`config.mk`:
```
export PLATFORM = sky130hd
export DESIGN_NAME = resource_lease_table
export DESIGN_NICKNAME = d
export VERILOG_FILES = /design/src/hw/rtl/rlt_pkg.sv /design/src/hw/rtl/rlt_cell.sv /design/src/hw/rtl/resource_lease_table.sv
export SDC_FILE = /design/constraint.sdc
export NUM_CORES = 2
export LEC_CHECK = 0
export ABC_AREA = 1
export BUFFER_PORTS_ARGS = -buffer_cell sky130_fd_sc_hd__buf_2
export CORE_MARGIN = 5
export CORE_UTILIZATION = 58
export DETAILED_ROUTE_END_ITERATION = 7
export GPL_TIMING_DRIVEN = 0
export PLACE_DENSITY_LB_ADDON = 0.25
export SYNTH_ARGS = -nofsm -noshare
export SYNTH_HDL_FRONTEND = slang
export SYNTH_SLANG_ARGS = --single-unit
export TNS_END_PERCENT = 100
```
`constraint.sdc`:
```
create_clock -name clk -period 8.3 [get_ports clk]
set_input_delay 1.66 -clock clk [delete_from_list [all_inputs] [get_ports clk]]
set_output_delay 1.66 -clock clk [all_outputs]
set_load 0.005 [all_outputs]
```
`src/hw/rtl/rlt_pkg.sv`:
```
// Shared types and constants for the resource lease table.
// Holds the transaction structs, command and status codes and register indexes.
// No dependencies.
package rlt_pkg;

    localparam int NUM_RESOURCES_DEF = 16;
    localparam int TIME_BITS_DEF     = 48;
    localparam int NUM_USERS         = 16;

    localparam int CFG_DATA_W = 16;
    localparam int COUNT_W    = 5;
    localparam int NEFF_W     = 6;

    localparam logic [1:0] FUNC_RESERVE   = 2'd0;
    localparam logic [1:0] FUNC_SWEEP     = 2'd1;
    localparam logic [1:0] FUNC_FREE_USER = 2'd2;
    localparam logic [1:0] FUNC_FREE_ALL  = 2'd3;

    localparam logic [1:0] ST_OK        = 2'd0;
    localparam logic [1:0] ST_BAD_INDEX = 2'd1;
    localparam logic [1:0] ST_NO_ACCESS = 2'd2;
    localparam logic [1:0] ST_BUSY      = 2'd3;

    localparam logic REG_RESOURCE_COUNT  = 1'b0;
    localparam logic REG_USER_ALLOW_MASK = 1'b1;

    localparam logic KIND_DONE   = 1'b0;
    localparam logic KIND_NOTICE = 1'b1;

    typedef struct packed {
        logic [1:0]  func;
        logic [3:0]  user_id;
        logic [3:0]  res_index;
        logic [31:0] lease_ms;
        logic [47:0] now_ms;
    } cmd_t;

    typedef struct packed {
        logic       kind;
        logic [1:0] status;
        logic [3:0] rel_index;
        logic [3:0] rel_user;
        logic       last;
    } rsp_t;

    typedef struct packed {
        logic       req;
        logic [3:0] user;
    } notice_t;

endpackage

```
`src/hw/rtl/rlt_cell.sv`:
```
// One table entry of the resource lease table with its slot of the token chain.
// Uses rlt_pkg for the command struct, codes and notice struct.
module rlt_cell #(
    parameter int IDX       = 0,
    parameter int TIME_BITS = rlt_pkg::TIME_BITS_DEF
) (
    input  logic                        clk,
    input  logic                        rst_n,
    input  logic                        advance,
    input  rlt_pkg::cmd_t               cmd,
    input  logic [TIME_BITS-1:0]        now,
    input  logic [rlt_pkg::NEFF_W-1:0]  n_eff,
    input  logic                        tok_in,
    input  logic [1:0]                  st_in,
    output logic                        tok_out,
    output logic [1:0]                  st_out,
    output rlt_pkg::notice_t            notice
);

    logic                 tok_reg;
    logic [1:0]           st_reg;
    logic                 busy_reg;
    logic [3:0]           owner_reg;
    logic [TIME_BITS-1:0] start_reg;
    logic [31:0]          life_reg;

    logic [TIME_BITS:0]   lease_end;
    logic                 live;
    logic                 in_use;
    logic                 hit;
    logic                 own;
    logic                 renew;
    logic                 grant;
    logic                 release_now;

    assign lease_end = {1'b0, start_reg} + (TIME_BITS + 1)'(life_reg);
    assign live      = lease_end >= {1'b0, now};
    assign in_use    = rlt_pkg::NEFF_W'(IDX) < n_eff;
    assign hit       = rlt_pkg::NEFF_W'(IDX) == {2'b00, cmd.res_index};
    assign own       = busy_reg && (owner_reg == cmd.user_id);

    always_comb
    begin
        renew       = 1'b0;
        grant       = 1'b0;
        release_now = 1'b0;
        st_out      = st_reg;
        case (cmd.func)
            rlt_pkg::FUNC_RESERVE:
            begin
                if (hit && st_reg == rlt_pkg::ST_OK)
                begin
                    if (own)
                        renew = 1'b1;
                    else if (busy_reg && live)
                        st_out = rlt_pkg::ST_BUSY;
                    else
                        grant = 1'b1;
                end
            end
            rlt_pkg::FUNC_SWEEP:     release_now = in_use && busy_reg && !live;
            rlt_pkg::FUNC_FREE_USER: release_now = in_use && own;
            default:                 release_now = 1'b0;
        endcase
    end

    assign tok_out     = tok_reg;
    assign notice.req  = tok_reg && release_now;
    assign notice.user = owner_reg;

    always_ff @(posedge clk or negedge rst_n)
    begin
        if (!rst_n)
        begin
            tok_reg  <= 1'b0;
            busy_reg <= 1'b0;
        end
        else if (advance)
        begin
            tok_reg <= tok_in;
            if (tok_reg && (release_now || cmd.func == rlt_pkg::FUNC_FREE_ALL))
                busy_reg <= 1'b0;
            else if (tok_reg && grant)
                busy_reg <= 1'b1;
        end
    end

    always_ff @(posedge clk)
    begin
        if (advance)
        begin
            st_reg <= st_in;
            if (tok_reg && (renew || grant))
                start_reg <= now;
            if (tok_reg && grant)
            begin
                owner_reg <= cmd.user_id;
                life_reg  <= cmd.lease_ms;
            end
        end
    end

endmodule

```
`src/hw/rtl/resource_lease_table.sv`:
```
// Top level of the resource lease table: command intake, config registers,
// chain of rlt_cell entries and the response register. Uses rlt_pkg.
//
//   port group         direction  handshake                 content
//   cmd                in         cmd_valid / cmd_stall     rlt_pkg::cmd_t
//   rsp                out        rsp_valid / rsp_stall     rlt_pkg::rsp_t
//   cfg                in         cfg_wr (no wait)          cfg_addr, cfg_wdata
//
// Without stalls, a token walks the cell chain one entry per cycle, then the
// completion transaction is loaded.
// A stalled response holds the chain only while a cell has a notice to send.
// Reset clears every busy flag and loads the config defaults; no clearing pass.
module resource_lease_table #(
    parameter int NUM_RESOURCES = rlt_pkg::NUM_RESOURCES_DEF,
    parameter int TIME_BITS     = rlt_pkg::TIME_BITS_DEF
) (
    input  logic                            clk,
    input  logic                            rst_n,
    input  logic                            cmd_valid,
    output logic                            cmd_stall,
    input  rlt_pkg::cmd_t                   cmd,
    output logic                            rsp_valid,
    input  logic                            rsp_stall,
    output rlt_pkg::rsp_t                   rsp,
    input  logic                            cfg_wr,
    input  logic                            cfg_addr,
    input  logic [rlt_pkg::CFG_DATA_W-1:0]  cfg_wdata
);

    logic [rlt_pkg::COUNT_W-1:0] count_reg;
    logic [15:0]                 mask_reg;
    logic                        busy_reg;
    logic                        done_reg;
    logic [1:0]                  fin_st_reg;
    rlt_pkg::cmd_t               cmd_reg;
    logic                        rsp_valid_reg;
    rlt_pkg::rsp_t               rsp_reg;

    logic [rlt_pkg::NEFF_W-1:0]  n_eff;
    logic [TIME_BITS-1:0]        now;
    logic                        accept;
    logic [1:0]                  pre_st;
    logic                        advance;
    logic                        out_free;
    logic                        need;
    rlt_pkg::rsp_t               notice_rsp;

    logic [NUM_RESOURCES:0]      tok;
    logic [1:0]                  st [NUM_RESOURCES+1];
    rlt_pkg::notice_t            notice [NUM_RESOURCES];

    assign accept    = cmd_valid && !cmd_stall;
    assign cmd_stall = busy_reg;
    assign rsp_valid = rsp_valid_reg;
    assign rsp       = rsp_reg;
    assign out_free  = !rsp_valid_reg || !rsp_stall;
    assign advance   = !(need && !out_free);
    assign now       = TIME_BITS'(cmd_reg.now_ms);

    assign n_eff = ({1'b0, count_reg} > rlt_pkg::NEFF_W'(NUM_RESOURCES))
                 ? rlt_pkg::NEFF_W'(NUM_RESOURCES) : {1'b0, count_reg};

    always_comb
    begin
        pre_st = rlt_pkg::ST_OK;
        if (cmd.func == rlt_pkg::FUNC_RESERVE)
        begin
            if ({2'b00, cmd.res_index} >= n_eff)
                pre_st = rlt_pkg::ST_BAD_INDEX;
            else if (32'(cmd.user_id) >= rlt_pkg::NUM_USERS || !mask_reg[cmd.user_id])
                pre_st = rlt_pkg::ST_NO_ACCESS;
        end
    end

    assign tok[0] = accept;
    assign st[0]  = pre_st;

    for (genvar i = 0; i < NUM_RESOURCES; i++)
    begin : g_cell
        rlt_cell #(
            .IDX       (i),
            .TIME_BITS (TIME_BITS)
        ) u_cell (
            .clk     (clk),
            .rst_n   (rst_n),
            .advance (advance),
            .cmd     (cmd_reg),
            .now     (now),
            .n_eff   (n_eff),
            .tok_in  (tok[i]),
            .st_in   (st[i]),
            .tok_out (tok[i+1]),
            .st_out  (st[i+1]),
            .notice  (notice[i])
        );
    end

    always_comb
    begin
        need       = 1'b0;
        notice_rsp = '0;
        for (int i = 0; i < NUM_RESOURCES; i++)
        begin
            if (notice[i].req)
            begin
                need                 = 1'b1;
                notice_rsp.rel_index = 4'(i);
                notice_rsp.rel_user  = notice[i].user;
            end
        end
        notice_rsp.kind   = rlt_pkg::KIND_NOTICE;
        notice_rsp.status = rlt_pkg::ST_OK;
        notice_rsp.last   = 1'b0;
    end

    always_ff @(posedge clk or negedge rst_n)
    begin
        if (!rst_n)
        begin
            count_reg <= rlt_pkg::COUNT_W'(16);
            mask_reg  <= '0;
        end
        else if (cfg_wr)
        begin
            case (cfg_addr)
                rlt_pkg::REG_RESOURCE_COUNT:  count_reg <= cfg_wdata[rlt_pkg::COUNT_W-1:0];
                rlt_pkg::REG_USER_ALLOW_MASK: mask_reg  <= cfg_wdata[15:0];
                default:                      mask_reg  <= mask_reg;
            endcase
        end
    end

    always_ff @(posedge clk or negedge rst_n)
    begin
        if (!rst_n)
        begin
            busy_reg      <= 1'b0;
            done_reg      <= 1'b0;
            rsp_valid_reg <= 1'b0;
        end
        else
        begin
            if (accept)
                busy_reg <= 1'b1;
            else if (done_reg && out_free)
                busy_reg <= 1'b0;

            if (tok[NUM_RESOURCES] && advance)
                done_reg <= 1'b1;
            else if (done_reg && out_free)
                done_reg <= 1'b0;

            if (need && advance)
                rsp_valid_reg <= 1'b1;
            else if (done_reg && out_free)
                rsp_valid_reg <= 1'b1;
            else if (!rsp_stall)
                rsp_valid_reg <= 1'b0;
        end
    end

    always_ff @(posedge clk)
    begin
        if (accept)
            cmd_reg <= cmd;
        if (tok[NUM_RESOURCES] && advance)
            fin_st_reg <= st[NUM_RESOURCES];
        if (need && advance)
            rsp_reg <= notice_rsp;
        else if (done_reg && out_free)
        begin
            rsp_reg.kind      <= rlt_pkg::KIND_DONE;
            rsp_reg.status    <= fin_st_reg;
            rsp_reg.rel_index <= '0;
            rsp_reg.rel_user  <= '0;
            rsp_reg.last      <= 1'b1;
        end
    end

endmodule

```
Yosys cells after proc, flatten, opt, wreduce, memory -nomap -nowiden --
Index checks and enable logic that the tools add are counted.
Storage, ports and cells: output and inout bits 14, register bits 1536
Operators by class: reductions and logical operators 308, bitwise gates (word level) 3, $lt $le $gt $ge 35, eq/ne operators 35, add/sub/neg operators 16, mux-type cells 269
Operator list (number):
- 48-bit by 32-bit adder with 49-bit output | 16
- 49-bit by 48-bit greater-or-equal comparator with 1-bit output | 16
- 1-bit 2-to-1 mux | 168
- 1-bit logical AND | 165
- 2-bit 2-to-1 mux | 65
- 8-bit 2-to-1 mux | 15
- 2-bit AND reduction | 50
- 4-bit equality test | 16
- 4-bit by 5-bit < comparator with 1-bit output, first input constant | 8
- 2-bit nonzero test | 19
- 2-bit logical NOT | 18
- 1-bit logical OR | 33
- 4-bit equality test, first input constant | 8
- 1-bit one-hot mux with 2 select lines | 16
- 1-bit logical NOT | 21
- 3-bit by 5-bit < comparator with 1-bit output, first input constant | 4
- 9-bit 2-to-1 mux | 2
- 3-bit by 4-bit equality test with 1-bit output, first input constant | 4
- 1-bit by 5-bit < comparator with 1-bit output, first input constant | 2
- 2-bit by 5-bit < comparator with 1-bit output, first input constant | 2
- 2-bit by 4-bit equality test with 1-bit output, first input constant | 2
- 4-bit by 5-bit greater-or-equal comparator with 1-bit output | 1
- 5-bit > comparator, second input constant | 1
- 4-bit by 5-bit < comparator with 1-bit output, second input constant | 1
- 10 further kinds | 13

Longest topological paths before layout --
word-level depth 27, depth in mapped cells 48, mapped depth without buffers 48

Hierarchy --
From an unflattened synthesis, not the netlist that was laid out.
Unflattened totals: cell total of the unflattened synthesis 13551, area total of the unflattened synthesis 115349.4 sq um
By module, submodules not included:
- rlt_cell (g_cell[5].u_cell) | times used 1, cells each 828, area an instance 6946.7 sq um
- rlt_cell (g_cell[11].u_cell) | times used 1, cells each 838, area an instance 6942.9 sq um
- rlt_cell (g_cell[12].u_cell) | times used 1, cells each 821, area an instance 6934.2 sq um
- rlt_cell (g_cell[3].u_cell) | times used 1, cells each 838, area an instance 6925.4 sq um
- rlt_cell (g_cell[0].u_cell) | times used 1, cells each 807, area an instance 6914.1 sq um
- rlt_cell (g_cell[1].u_cell) | times used 1, cells each 833, area an instance 6912.9 sq um
- rlt_cell (g_cell[15].u_cell) | times used 1, cells each 839, area an instance 6911.6 sq um
- rlt_cell (g_cell[4].u_cell) | times used 1, cells each 821, area an instance 6909.1 sq um
- rlt_cell (g_cell[2].u_cell) | times used 1, cells each 822, area an instance 6907.9 sq um
- rlt_cell (g_cell[8].u_cell) | times used 1, cells each 819, area an instance 6904.1 sq um
- rlt_cell (g_cell[7].u_cell) | times used 1, cells each 842, area an instance 6902.9 sq um
- rlt_cell (g_cell[6].u_cell) | times used 1, cells each 819, area an instance 6900.4 sq um
- rlt_cell (g_cell[14].u_cell) | times used 1, cells each 807, area an instance 6855.3 sq um
- rlt_cell (g_cell[10].u_cell) | times used 1, cells each 798, area an instance 6826.5 sq um
- 3 more rows

Worst setup path before layout --
Ideal clock, no wire load.
path type reg-to-reg, from reg g_cell[2].u_cell.life_reg[0], to reg g_cell[14].u_cell.start_reg[0], enable pin, period minus slack after synthesis 9.058 ns, stages on the path, launching flop included 41, setup time 0.523 ns, required time 7.777 ns, path slack -0.758 ns, buffers on the path 1, arrival time 8.536 ns, path through edfxtp_1 > ha_1 > fa_1 > nand3_1 > nand2_1 > nand4_1 > nand3_1 > a21oi_1 > inv_1 > a21oi_1 > o311ai_1 > a21oi_1 > o21ai_1 > nand3_1 > nand2_1 > nand2_1 > nand2_1 > a22oi_1 > [... 5 more ...] > nand2_1 > nor2_1 > nand2_1 > nor3_1 > a31o_2 > nor3_1 > nand3_1 > nand2_1 > nand3_1 > nand4_1 > inv_1 > nand3_1 > nor2_2 > nand3_4 > nand2_4 > inv_2 > buf_2 > nor3b_1
On the way: longest elaborated chain between the ends 23
RTL lines:
- from (decl) | line rlt_cell.sv:25 | logic [31:0] life_reg;
- from (signal assigned) | line rlt_cell.sv:98 | life_reg <= cmd.lease_ms;
- 48-bit by 32-bit adder with 49-bit output | line rlt_cell.sv:36 | assign lease_end = {1'b0, start_reg} + (TIME_BITS + 1)'(life_reg);
- 49-bit by 48-bit greater-or-equal comparator with 1-bit output | line rlt_cell.sv:37 | assign live = lease_end >= {1'b0, now};
- 1-bit logical NOT | line rlt_cell.sv:61 | rlt_pkg::FUNC_SWEEP: release_now = in_use && busy_reg && !live;
- 1-bit logical AND | line rlt_cell.sv:61
- 1-bit one-hot mux with 2 select lines | line rlt_cell.sv:48 | case (cmd.func)
- 1-bit logical AND | line rlt_cell.sv:68 | assign notice.req = tok_reg && release_now;
- 1-bit 2-to-1 mux (14 in series) | line resource_lease_table.sv:104 | if (notice[i].req)
- 1-bit logical AND | line resource_lease_table.sv:57 | assign advance = !(need && !out_free);
- 1-bit NOT (no source line)
- 2-bit AND reduction (no source line)
- to (signal assigned) | line rlt_cell.sv:94 | start_reg <= now;
- to (decl) | line rlt_cell.sv:24 | logic [TIME_BITS-1:0] start_reg;
Every way passes these cells. A chain may end at the register's enable or synchronous reset.

Worst setup path after layout --
from reg cmd_reg, in the netlist now[23], to reg g_cell[10].u_cell.start_reg[0], enable pin
On the way: longest elaborated chain between the ends 24, elaborated cells on any way between the ends 106
RTL lines:
- from (decl) | line resource_lease_table.sv:35 | rlt_pkg::cmd_t cmd_reg;
- from (signal assigned) | line resource_lease_table.sv:165 | cmd_reg <= cmd;
- 49-bit by 48-bit greater-or-equal comparator with 1-bit output | line rlt_cell.sv:37
- 1-bit logical NOT | line rlt_cell.sv:61
- 1-bit logical AND | line rlt_cell.sv:61
- 1-bit one-hot mux with 2 select lines | line rlt_cell.sv:48
- 1-bit logical AND | line rlt_cell.sv:68
- 1-bit 2-to-1 mux (16 in series) | line resource_lease_table.sv:104
- 1-bit logical AND | line resource_lease_table.sv:57
- 1-bit NOT (no source line)
- 2-bit AND reduction (no source line) *
- to (signal assigned) | line rlt_cell.sv:94
- to (decl) | line rlt_cell.sv:24
Every way passes the cells marked *; elsewhere a longest branch is shown, timed or not.

==> reports/qor.json <==
{
  "outcome": "finished, violations left",
  "violated_checks": "capacitance limit, slew limit",
  "numCtsBuffers": 159,
  "start_util_pct": 58.1,
  "wire_per_inst_microns": 24.3,
  "detailedRoute.firstIterationViolations": 7312,
  "dp_slack_ns": -1.63,
  "finalSetupViolations": 0,
  "worstPathMaxFanout": 26,
  "p_leak_nw": 44.9,
  "drv_cap": 13,
  "chipHeight_microns": 421,
  "chipWidth_microns": 421,
  "final_cell_area_sq_mm": 0.109,
  "detail_route.wirelength_mm": 306,
  "placed_cell_area_sq_mm": 0.103,
  "mappedNetlistNets": 11255,
  "dominant_register_cell_in_the_synthesized_netlist": "sky130_fd_sc_hd__edfxtp_1",
  "yosysWarningCount": 0,
  "grt.met3_usage_pct": 5.47,
  "post-synth-top-area-fraction_pct": 45.2,
  "report.final.hold_viol_count": 0,
  "first_global_vias": 75822,
  "cp_data_required_time_ns": 8.80,
  "globalRouteMet1Util_pct": 41.3,
  "finish.net_count": 11647,
  "synth-async-reset-ratio_pct": 3.65,
  "globalRouteOverflowTotal": 0,
  "gp_routability_congestion": 0.995,
  "synth_top_area_cell": "sky130_fd_sc_hd__edfxtp_1",
  "worst_slew_margin_rel_pct": -4.31,
  "crit_path_end_kind": "register",
  "mappedNetlistArea_sq_mm": 0.0981,
  "max_reg_flops": 768,
  "hold_class": "register to register",
  "numPortBuffers": 125,
  "stdcell_count": 12585,
  "yosys.cell_types.count": 86,
  "area_growth_syn_to_layout_pct": 11.0,
  "clock-skew-final_ns": 0.0317,
  "grt_start_max_net_pins": 59,
  "dp_hpwl_mm": 233,
  "cts_hold_buffers": 0,
  "period_minus_slack_ns": 8.05,
  "vias": 76845,
  "post-route-worst-setup-slack_ns": 0.246,
  "grt_antenna_before_repair": 14,
  "rows": 151,
  "cts.htree.levels": 4,
  "synth.top_cells.by_area": "sky130_fd_sc_hd__edfxtp_1 (45%), sky130_fd_sc_hd__ha_1 (16%), sky130_fd_sc_hd__nand2_1 (6.6%)",
  "post_synthesis_area_per_instance_sq_um": 9.97,
  "worst_skew_pair.late_latency_ns": 0.82,
  "cp-start-kind": "register",
  "power.ir.vdd_worst_uv": 232,
  "fmax_mhz": 124,
  "postSynthRegisterBits": 1536,
  "power_density_mw_per_mm2": 184,
  "grt_first_pass_wirelength_mm": 447,
  "buffer_depth_of_the_longest_clock_path": 3,
  "detailed_router_iteration_count_before_antenna_repair": 6,
  "clock-root-buffer": "sky130_fd_sc_hd__clkbuf_16",
  "design.die.area_sq_mm": 0.177,
  "grt_setup_unrepaired": "false",
  "groute.usage.overall_pct": 33.6,
  "share_of_the_clock_period_used_by_the_worst_path_pct": 97.0,
  "cts.clk_slew.worst_paths_ns": 0.06,
  "design.portCount": 126,
  "report.final.slew_viol_count": 101,
  "fraction_of_layout_instances_using_a_drive_strength_above_1_pct": 7.40,
  "setup_tns_ns": 0,
  "critPathKind": "register to register",
  "place_inst": 12247,
  "use_met2_pct": 55.3,
  "core_region_area_sq_mm": 0.169,
  "antenna_violating_nets_post_route": 0,
  "tritoncts_clock_tree": "built",
  "worst_slew_pin_slew_ns": 1.56,
  "synth.yosys.seq_area_share_pct": 46.7,
  "cp_data_arrival_time_ns": 8.56,
  "tritoncts_num_sinks": 1536,
  "synth-edff-count": 1476,
  "post-route-drc-count": 0,
  "vias_per_cell": 6.11,
  "syn_inst": 9839,
  "num-fill-cells": 13295,
  "grt-busiest-layer": "met2"
}
cell usage after synthesis (all sizes together), types with 21 or more instances:
library cell  number
nor2             778
nand4            324
inv              931
o21a              51
nor3             125
a21o              21
a21boi            26
ha              1288
nand2           1744
xnor2            297
a31oi             27
nor4              99
dfrtp             55
xor2             471
a211oi            44
o21bai            26
a21oi           1034
edfxtp          1476
nand3            293
o21ai            477
o211ai            41
final cells by class:
class                      instances  area [sq um]  share of cell area, %
inverter                         932          3500                   3.21
multi-input combinational       7344         49200                   45.2
timing repair buffer             228          2250                   2.07
clock inverter                   103           982                  0.902
buffer                            30           171                  0.157
sequential                      1536         45800                   42.1
antenna                            5          12.5                 0.0115
tap                             2218          2780                   2.55
clock buffer                     189          4210                   3.86
layer usage:
| layer | vias up | part of all wire [%] |
|---|---|---|
| li1 | 36042 | - |
| met1 | 36881 | 38 |
| met2 | 3142 | 46 |
| met3 | 778 | 7.7 |
| met4 | 2 | 7.5 |
| met5 | - | 0.0020 |
logic make-up after synthesis:
logic type                 count (synthesis)  synth area share (%)
buffers and inverters                    962                  3.74
DFF                                     1536                  46.7
xor gates and xnor gates                 768                  6.86
and+or+nand+nor                         3426                  15.3
adders and majority gates               1304                  16.8
muxes                                     10                 0.115
AOI/OAI and AO/OA                       1833                  10.6
metrics by stage:
step	hold WS (ns)	total power, mW	util, %
floorplan	0.447	11.3	-
global placement	0.452	12.7	60.2
detailed placement	0.455	12.9	61.0
CTS	0.464	20.0	64.3
global route	0.475	20.7	64.6
finish	0.462	20.0	64.6
final timing paths:
check / endpoint / start / slack, ns / depth (start not counted)
min in group asynchronous: mask_reg[9]$_DFFE_PN0P_ / rst_n / 0.95 / 1
worst max-delay path: g_cell[10].u_cell.start_reg[0]$_DFFE_PP_ / now[23]$_DFFE_PP_ / 0.25 / 22
worst max register to register: g_cell[10].u_cell.start_reg[0]$_DFFE_PP_ / now[23]$_DFFE_PP_ / 0.25 / 22
worst min register to register: rsp[11]$_SDFFE_PP1P_ / rsp[11]$_SDFFE_PP1P_ / 0.46 / 2
worst min-delay path: rsp[11]$_SDFFE_PP1P_ / rsp[11]$_SDFFE_PP1P_ / 0.46 / 2
max in group asynchronous: g_cell[4].u_cell.busy_reg$_DFFE_PN0P_ / rst_n / 6.67 / 2
report_power, final:
part           internal (mW)  leakage (nW)  switching, mW
registers               9.03          14.1          0.757
clock network           4.07          2.53           3.04
logic                  0.974          28.2           2.12
total                   14.1          44.9           5.92
cell usage in the layout, fill, tap and decap left out, types with 32 or more instances in the layout:
cell type / netlist / routed
sky130_fd_sc_hd__xor2_1: 471 / 471
sky130_fd_sc_hd__clkbuf_1: 11 / 34
sky130_fd_sc_hd__a21oi_1: 1016 / 1007
sky130_fd_sc_hd__nand4_1: 321 / 321
sky130_fd_sc_hd__clkinv_2: 0 / 33
sky130_fd_sc_hd__o21ai_0: 398 / 398
sky130_fd_sc_hd__o21a_1: 50 / 50
sky130_fd_sc_hd__ha_1: 1288 / 1288
sky130_fd_sc_hd__buf_12: 0 / 34
sky130_fd_sc_hd__edfxtp_1: 1476 / 1476
sky130_fd_sc_hd__nor4_1: 96 / 83
sky130_fd_sc_hd__buf_2: 9 / 136
sky130_fd_sc_hd__nand3_1: 271 / 264
sky130_fd_sc_hd__o21ai_1: 46 / 42
sky130_fd_sc_hd__nand2_1: 1723 / 1722
sky130_fd_sc_hd__o21ai_2: 30 / 33
sky130_fd_sc_hd__a211oi_1: 44 / 44
sky130_fd_sc_hd__buf_4: 1 / 32
sky130_fd_sc_hd__nor3_1: 120 / 113
sky130_fd_sc_hd__o211ai_1: 40 / 40
sky130_fd_sc_hd__xnor2_1: 297 / 297
sky130_fd_sc_hd__clkbuf_16: 0 / 163
sky130_fd_sc_hd__inv_1: 906 / 899
sky130_fd_sc_hd__nor2_1: 762 / 737
sky130_fd_sc_hd__dfrtp_1: 55 / 55
worst max-delay path: stages, from the launching register on:
cell,delay (ns)
sky130_fd_sc_hd__edfxtp_1,1.29
sky130_fd_sc_hd__inv_1,1.17
sky130_fd_sc_hd__ha_1,0.65
sky130_fd_sc_hd__nand2_1,0.08
sky130_fd_sc_hd__nor2_1,0.17
sky130_fd_sc_hd__nand4_1,0.27
sky130_fd_sc_hd__nor4_1,1.17
sky130_fd_sc_hd__a31o_2,0.35
sky130_fd_sc_hd__nor3_4,0.09
sky130_fd_sc_hd__nand3_1,0.10
sky130_fd_sc_hd__nand2_1,0.16
sky130_fd_sc_hd__nand3_4,0.15
sky130_fd_sc_hd__nand4_1,0.14
sky130_fd_sc_hd__inv_1,0.09
sky130_fd_sc_hd__nand3_1,0.10
sky130_fd_sc_hd__nor2_2,0.15
sky130_fd_sc_hd__nand3_4,0.10
sky130_fd_sc_hd__nand2_4,0.11
sky130_fd_sc_hd__buf_4,0.24
sky130_fd_sc_hd__nand3_2,0.39
sky130_fd_sc_hd__nor2_4,0.26
sky130_fd_sc_hd__buf_12,0.17
sky130_fd_sc_hd__buf_12,0.20
timing repair:
item                                   in CTS  in global routing
cloned                                      3                  0
gates resized for setup                    22                 32
setup buffers                              26                  8
setup endpoints to repair                1429               1344
pin swaps                                  17                 14
endpoints found under the hold margin       0                  0
Power figures use the tool's default switching activity.
